`src/sv/wsts_pkg.sv`:
```
package wsts_pkg;
  localparam int BRANCH_DEF = 16;
  localparam int LEVELS_DEF = 3;
  localparam int RATE_BITS_DEF = 32;
  localparam int FRACTION_BITS_DEF = 16;
  localparam int INDEX_BITS = 12;
  localparam int TOTAL_BITS = 44;
  localparam int LEAF_COUNT = 4096;
  localparam int MID_COUNT = 256;
  localparam int UP_COUNT = 16;
  localparam int CHILD_BITS = 4;

  localparam logic MODE_WRITE = 1'b0;
  localparam logic MODE_SELECT = 1'b1;

  // Datapath commands from the controller
  typedef struct packed {
    logic clr;
    logic load;
    logic leaf_wr;
    logic sum_clr;
    logic sum_acc;
    logic mid_wr;
    logic up_wr;
    logic tot_wr;
    logic [1:0] lvl;
    logic sel_init;
    logic sel_acc;
    logic sel_pick;
    logic res_fire;
    logic [CHILD_BITS-1:0] k;
  } wsts_cmd_t;

  typedef struct packed {
    logic clr_last;
    logic mode;
    logic tot_zero;
    logic found;
  } wsts_sts_t;
endpackage

```
`src/sv/wsts_ctrl.sv`:
```
module wsts_ctrl
  import wsts_pkg::*;
(
  input  logic      clk,
  input  logic      rst_n,
  input  logic      start,
  output logic      busy,
  input  wsts_sts_t sts,
  output wsts_cmd_t cmd
);
  localparam logic [3:0] S_IDLE = 4'd0, S_DEC = 4'd1, S_WLEAF = 4'd2, S_WSUM = 4'd3,
    S_WEND = 4'd4, S_SNODE = 4'd5, S_SINIT = 4'd6, S_SSCAN = 4'd7, S_SDRAIN = 4'd8,
    S_SPICK = 4'd9, S_RES = 4'd10, S_CLR = 4'd11;

  logic [3:0] state_r, state_nxt;
  logic [1:0] lvl_r, lvl_nxt;
  logic [4:0] k_r, k_nxt;

  assign busy = (state_r != S_IDLE);

  always_comb begin
    state_nxt = state_r;
    lvl_nxt = lvl_r;
    k_nxt = k_r;
    cmd = '0;
    cmd.lvl = lvl_r;
    cmd.k = k_r[3:0];
    unique case (state_r)
      // Zero the tree memories after reset, one entry a cycle
      S_CLR: begin
        cmd.clr = 1'b1;
        if (sts.clr_last) state_nxt = S_IDLE;
      end
      S_IDLE: if (start) begin
        cmd.load = 1'b1;
        state_nxt = S_DEC;
      end
      S_DEC: begin
        if (sts.mode == MODE_WRITE) begin
          state_nxt = S_WLEAF;
        end else if (sts.tot_zero) begin
          state_nxt = S_RES;
        end else begin
          lvl_nxt = 2'd0;
          state_nxt = S_SNODE;
        end
      end
      S_WLEAF: begin
        cmd.leaf_wr = 1'b1;
        cmd.sum_clr = 1'b1;
        lvl_nxt = 2'd2;
        k_nxt = '0;
        state_nxt = S_WSUM;
      end
      // Sum 16 children of the current level, one a cycle
      S_WSUM: begin
        if (k_r[4]) begin
          state_nxt = S_WEND;
        end else begin
          cmd.sum_acc = 1'b1;
          k_nxt = k_r + 5'd1;
        end
      end
      S_WEND: begin
        cmd.sum_clr = 1'b1;
        k_nxt = '0;
        unique case (lvl_r)
          2'd2: begin cmd.mid_wr = 1'b1; lvl_nxt = 2'd1; state_nxt = S_WSUM; end
          2'd1: begin cmd.up_wr = 1'b1; lvl_nxt = 2'd0; state_nxt = S_WSUM; end
          default: begin cmd.tot_wr = 1'b1; state_nxt = S_RES; end
        endcase
      end
      S_SNODE: begin
        cmd.sel_init = 1'b1;
        state_nxt = S_SINIT;
      end
      S_SINIT: begin
        cmd.sel_init = 1'b1;
        cmd.sum_clr = 1'b1;
        k_nxt = '0;
        state_nxt = S_SSCAN;
      end
      S_SSCAN: begin
        if (k_r[4]) state_nxt = S_SDRAIN;
        else begin
          cmd.sel_acc = 1'b1;
          k_nxt = k_r + 5'd1;
        end
      end
      S_SDRAIN: state_nxt = S_SPICK;
      S_SPICK: begin
        cmd.sel_pick = 1'b1;
        if (lvl_r == 2'd2) state_nxt = S_RES;
        else begin
          lvl_nxt = lvl_r + 2'd1;
          state_nxt = S_SNODE;
        end
      end
      S_RES: begin
        cmd.res_fire = 1'b1;
        state_nxt = S_IDLE;
      end
      default: state_nxt = S_IDLE;
    endcase
  end

  always_ff @(posedge clk) begin
    if (!rst_n) begin
      state_r <= S_CLR;
      lvl_r <= '0;
      k_r <= '0;
    end else begin
      state_r <= state_nxt;
      lvl_r <= lvl_nxt;
      k_r <= k_nxt;
    end
  end

  a_res_once: assert property (@(posedge clk) disable iff (!rst_n)
    cmd.res_fire |=> !cmd.res_fire) else $error("double result");
  a_busy_res: assert property (@(posedge clk) disable iff (!rst_n)
    cmd.res_fire |-> busy) else $error("result while idle");
  a_no_wr_sel: assert property (@(posedge clk) disable iff (!rst_n)
    (cmd.leaf_wr || cmd.tot_wr) |-> !cmd.sel_acc) else $error("mixed cmds");
endmodule

```
`config.mk`:
```
export PLATFORM = sky130hd
export DESIGN_NAME = wsts_ctrl
export DESIGN_NICKNAME = d
export VERILOG_FILES = /design/src/sv/wsts_pkg.sv /design/src/sv/wsts_ctrl.sv
export SDC_FILE = /design/constraint.sdc
export NUM_CORES = 1
export LEC_CHECK = 0
export ABC_AREA = 1
export ABC_CLOCK_PERIOD_IN_PS = 1320
export BUFFER_PORTS_ARGS = -buffer_cell sky130_fd_sc_hd__buf_2
export CAP_MARGIN = 10
export CORE_ASPECT_RATIO = 1.1
export CORE_MARGIN = 2
export CORE_UTILIZATION = 35
export CTS_CLUSTER_SIZE = 14
export DETAILED_ROUTE_END_ITERATION = 6
export HOLD_SLACK_MARGIN = 0.15
export PLACE_DENSITY = 0.7
export RECOVER_POWER = 25
export SETUP_SLACK_MARGIN = 0.5
export SLEW_MARGIN = 30
export SYNTH_ARGS = -nofsm -noshare
export SYNTH_HDL_FRONTEND = slang
export SYNTH_SLANG_ARGS = --single-unit
```
`constraint.sdc`:
```
create_clock -name clk -period 1.32 [get_ports clk]
set_input_delay 0 -clock clk [delete_from_list [all_inputs] [get_ports clk]]
set_output_delay 0 -clock clk [all_outputs]
set_load 0.1 [all_outputs]
```
* Word level (Yosys, flattened, before mapping)
Cells that the tools add are included.
Widths: inputs -> output; s select.
** Word-level totals
- Register bits :: 11
- Latch bits :: 0
- Bits in writable memories :: 0
- Memory bits (read-only) :: 0
- Input port bits :: 7
- Output and inout port bits :: 19
- Word-level logic and storage cells :: 70
- Memories kept :: 0
** Cells by class
- Add/sub/neg operators :: 2
- Multiply operators :: 0
- Divide/modulo/power cells :: 0
- Order comparisons :: 0
- Eq/ne operators :: 22
- Shift-type cells :: 0
- Muxes and demuxes :: 31
- Bitwise logic cells :: 0
- Reductions and logical operators :: 11
** Operators with widths (number)
- $pmux 4 s11 :: 1
- $mux 4 :: 8
- $eq 4x3->1 const B :: 4
- $eq 4x4->1 const B :: 4
- $ne 2x2->1 const B :: 8
- $mux 1 :: 14
- $pmux 5 s2 :: 1
- $eq 4x2->1 const B :: 2
- $pmux 2 s4 :: 1
- $reduce_bool 4->1 :: 2
- $mux 2 :: 3
- $reduce_or 2->1 :: 3
- $add 5x1->5 const B :: 1
- $mux 5 :: 1
- $reduce_and 5->1 :: 1
- $eq 4x1->1 const B :: 1
- $logic_not 4->1 :: 1
- $pmux 2 s2 :: 1
- $reduce_and 4->1 :: 1
- $mux 3 :: 1
- $ne 3x2->1 const B :: 1
- $reduce_or 3->1 :: 1
- $add 2x1->2 const B :: 1
- $eq 2x1->1 const B :: 1
- 3 further kinds :: 3

* Logic depth before layout (Yosys ltp)
- Word-level depth :: 4
- Depth in mapped cells :: 9
- Gate-level depth less buffers :: 9

* Worst setup path after synthesis
Ideal clock, no wire load.
- Kind :: register to output
- Start point :: register state_r[3]
- End point :: output port cmd[16] in the netlist's numbering
- Arrival time :: 2702 ps
- Data required time :: 1320 ps
- Slack :: -1382 ps
- Stages on the path, launching flop included :: 4
- Path buffers :: 0
- Cells stage by stage :: dfxtp_1 nor2_2 nand2_1 nor2_1
** RTL lines
- start: declaration :: line wsts_ctrl.sv:15 : logic [3:0] state_r, state_nxt;
- start signal: assignment :: line wsts_ctrl.sv:113 : state_r <= state_nxt;
- end: declaration :: line wsts_ctrl.sv:9 : output wsts_cmd_t cmd

==> qor.txt <==
Library cells used by synthesis -> 21
Required time of the critical path -> 1.32 ns
Buffer cell driving the clock tree root -> clkbuf_4
Area inside the core boundary -> 2250 um2
Average vias per placed instance -> 4.91
Register bit count reported by yosys -> 11
Yosys warns -> 0
Number of levels the H-tree was split into -> 1
Initial antenna violation count -> 0
Fillers -> 130
Max-slew headroom -> 0.637
Antenna Violating Nets Remaining -> 0
Kind of path behind the tightest hold check -> input pin to flip-flop
Num ports -> 26
Peak per-stage delay on the critical path -> 0.40 ns
Instance count of the mapped netlist -> 137
Cell type group with the largest total delay on the critical path -> flip-flops
Highest clock rate -> 706 MHz
Mean instance size in the synthesized netlist -> 6.06 um2
Via count of the first global-routing pass -> 1139
Final setup vio count -> 11
Clock period minus worst slack -> 1.42 ns
First-pass GRT wire length -> 4830 um
Via count -> 1070
Routed len/inst -> 14.8 um
Die Width -> 50.5 um
Leftover overflow at the end of global routing -> 0
Total power divided by cell area -> 2530 nW/um2
Cell area after synthesis -> 831 um2
Kind of end point of the critical path -> primary output
First-pass detailed-route iteration total -> 4
Rows -> 18
Post-route DRC -> 0
Max Slew Vio Count -> 0
Leakage -> 0.000787 uW
Inserted Clock Buffers -> 3
Maximum clock path buffer count -> 2
Layout cells sized above 1 -> 0.681
Maximum number of pins on one net before global-route repair -> 7
Total power draw -> 4580 uW
Endpoints failing hold -> 0
Sequential element share of the synthesized area -> 0.265
Cell occurring most often along the worst timing path -> nor2_4
Sink Count -> 11
Routability-driven placement congestion ratio -> 0.907
Actual transition at the worst max-transition pin -> 0.547 ns
Critical path launch point type -> flip-flop
Clock tree from TritonCTS -> done
RSZ-0062 raised after global routing -> true
Final worst-path cycle share -> 1.07
Clock skew after layout -> 0.00144 ns
Drt initial violations -> 26
Setup CP Type -> flip-flop to primary output
Overall fraction of global-route tracks in use -> 0.233
Worst-path clk slew -> 0.07 ns
Cell with the biggest individual delay on the critical path -> dfxtp_4
Effective utilization at floorplan -> 0.369
Hpwl dp -> 1810 um
Hold-fix buffers, CTS -> 1
Total negative setup slack -> -0.610 ns
Worst-case vdd ir drop -> 0.00225 V
Total nets after synthesis -> 148
Worst-case setup margin in the final layout -> -0.0956 ns
Die height -> 55.1 um
Routed wire length -> 3230 um
Cell-by-cell listing of the critical path -> inv_4, nor2_4, nand2_4, buf_6, nor2_4, buf_12
Critical path buffers and inverters -> 3
Count of buffers inserted at the top-level ports -> 24
DIE AREA -> 2780 um2
Area delta synth->final -> 117%
Count of nets after finishing -> 200
CP max FO -> 4
Reported max-cap violation count -> 0
Run status -> finished, violations left
Clock network latency to the later pin of the worst-skew pair -> 0.27 ns
Ant. Diodes -> 0
Data arrival time of the critical path -> 1.42 ns
Violations in the final reports -> setup timing
==> state kept, by name, indices dropped and copies added (netlist names) <==
register / count
state_r: 4
lvl_r: 2
k_r: 5
==> worst paths after layout <==
kind         slack (ns)       start  depth (start not counted)         end
max                -0.1  state_r[2]                          6     cmd[12]
min                0.10      sts[3]                          6  state_r[3]
max reg2reg       -0.01  state_r[2]                          9    lvl_r[1]
min reg2reg        0.48      k_r[0]                          1      k_r[0]
==> worst register-to-register path, stage by stage (launching register included) <==
cell	delay (ns)
dfxtp_4	0.40
inv_4	0.05
nor2_4	0.17
buf_4	0.14
nand4_1	0.13
nand2_1	0.12
nor2_2	0.05
nand2_1	0.06
nand2_1	0.05
nor2_1	0.08
==> final cells by class <==
| cell class | instances | area [um2] | share of cell area |
|---|---|---|---|
| tap | 30 | 37.5 | 0.0208 |
| inverter | 26 | 119 | 0.0658 |
| sequential | 11 | 258 | 0.143 |
| multi-input combinational | 96 | 743 | 0.411 |
| clock buffer | 4 | 26.3 | 0.0145 |
| timing repair buffer | 51 | 623 | 0.345 |
==> cells by family (layout without fill, tap and decap cells) <==
logic type / count (synthesis) / count (layout) / share of synthesized area
AO/OA/AOI/OAI: 14 / 14 / 0.0904
XOR/XNOR: 1 / 1 / 0.0105
adder cells (fa/ha/maj): 4 / 4 / 0.0602
buffers and inverters: 30 / 81 / 0.154
flip-flops: 11 / 11 / 0.265
AND/OR/NAND/NOR: 77 / 77 / 0.420
==> through the flow <==
step	utilization	hold WS [ns]	cells	cell area, um2	setup slack [ns]
after floorplan	-	0.111	137	982	-0.213
after global placement	0.603	0.276	194	1360	0.0309
after detailed placement	0.603	0.280	194	1360	0.0386
after CTS	0.772	0.0678	214	1740	-0.0741
after global routing	0.802	0.148	218	1810	-0.140
final	0.802	0.100	218	1810	-0.0956
==> power breakdown <==
group / switching (uW) / internal [uW]
clock: 119 / 117
combinational: 2210 / 1410
sequential: 239 / 479
total: 2570 / 2010
==> cell usage in the layout, fill, tap and decap left out, types with 2 or more instances in the layout <==
cell and count:
nand2_1 20, buf_12 17, nor2_4 16, buf_4 13, buf_6 12, inv_2 10
nor2_1 10, dfxtp_4 10, inv_1 9, nand2_2 8, nand2_4 7, a21oi_2 5
buf_2 5, inv_4 4, nand3_2 4, nand4_1 4, clkinvlp_4 3, o21ai_0 3
clkbuf_4 3, clkbuf_2 3, o21ai_1 2, nand3_1 2, ha_2 2
==> metal layers <==
metal / routed length (um) / up-vias / GRT usage
met5: 0 / - / 0
met4: 87 / 0 / 0.131
met3: 131 / 11 / 0.0108
met2: 1770 / 39 / 0.469
met1: 1240 / 496 / 0.248
li1: - / 524 / -
==> cells in the mapped netlist (all sizes together) <==
library cell / instances / share of area
nor3: 2 / 0.012
dfxtp: 11 / 0.27
nand4: 4 / 0.030
ha: 4 / 0.060
inv: 26 / 0.12
o22ai: 1 / 0.0075
o311ai: 1 / 0.011
buf: 4 / 0.036
nor2: 27 / 0.15
xor2: 1 / 0.011
nand2: 36 / 0.17
o21ai: 6 / 0.036
nand3b: 1 / 0.0090
nand3: 7 / 0.048
a21oi: 6 / 0.036
==> timing repair <==
item / in CTS / in global routing
setup endpoints to repair: 30 / 30
hold endpoints to repair: 8 / 1
setup buffers: 15 / 4
gates resized for setup: 70 / 19
pin swaps: 18 / 11
(Power assumes the default switching activity.)
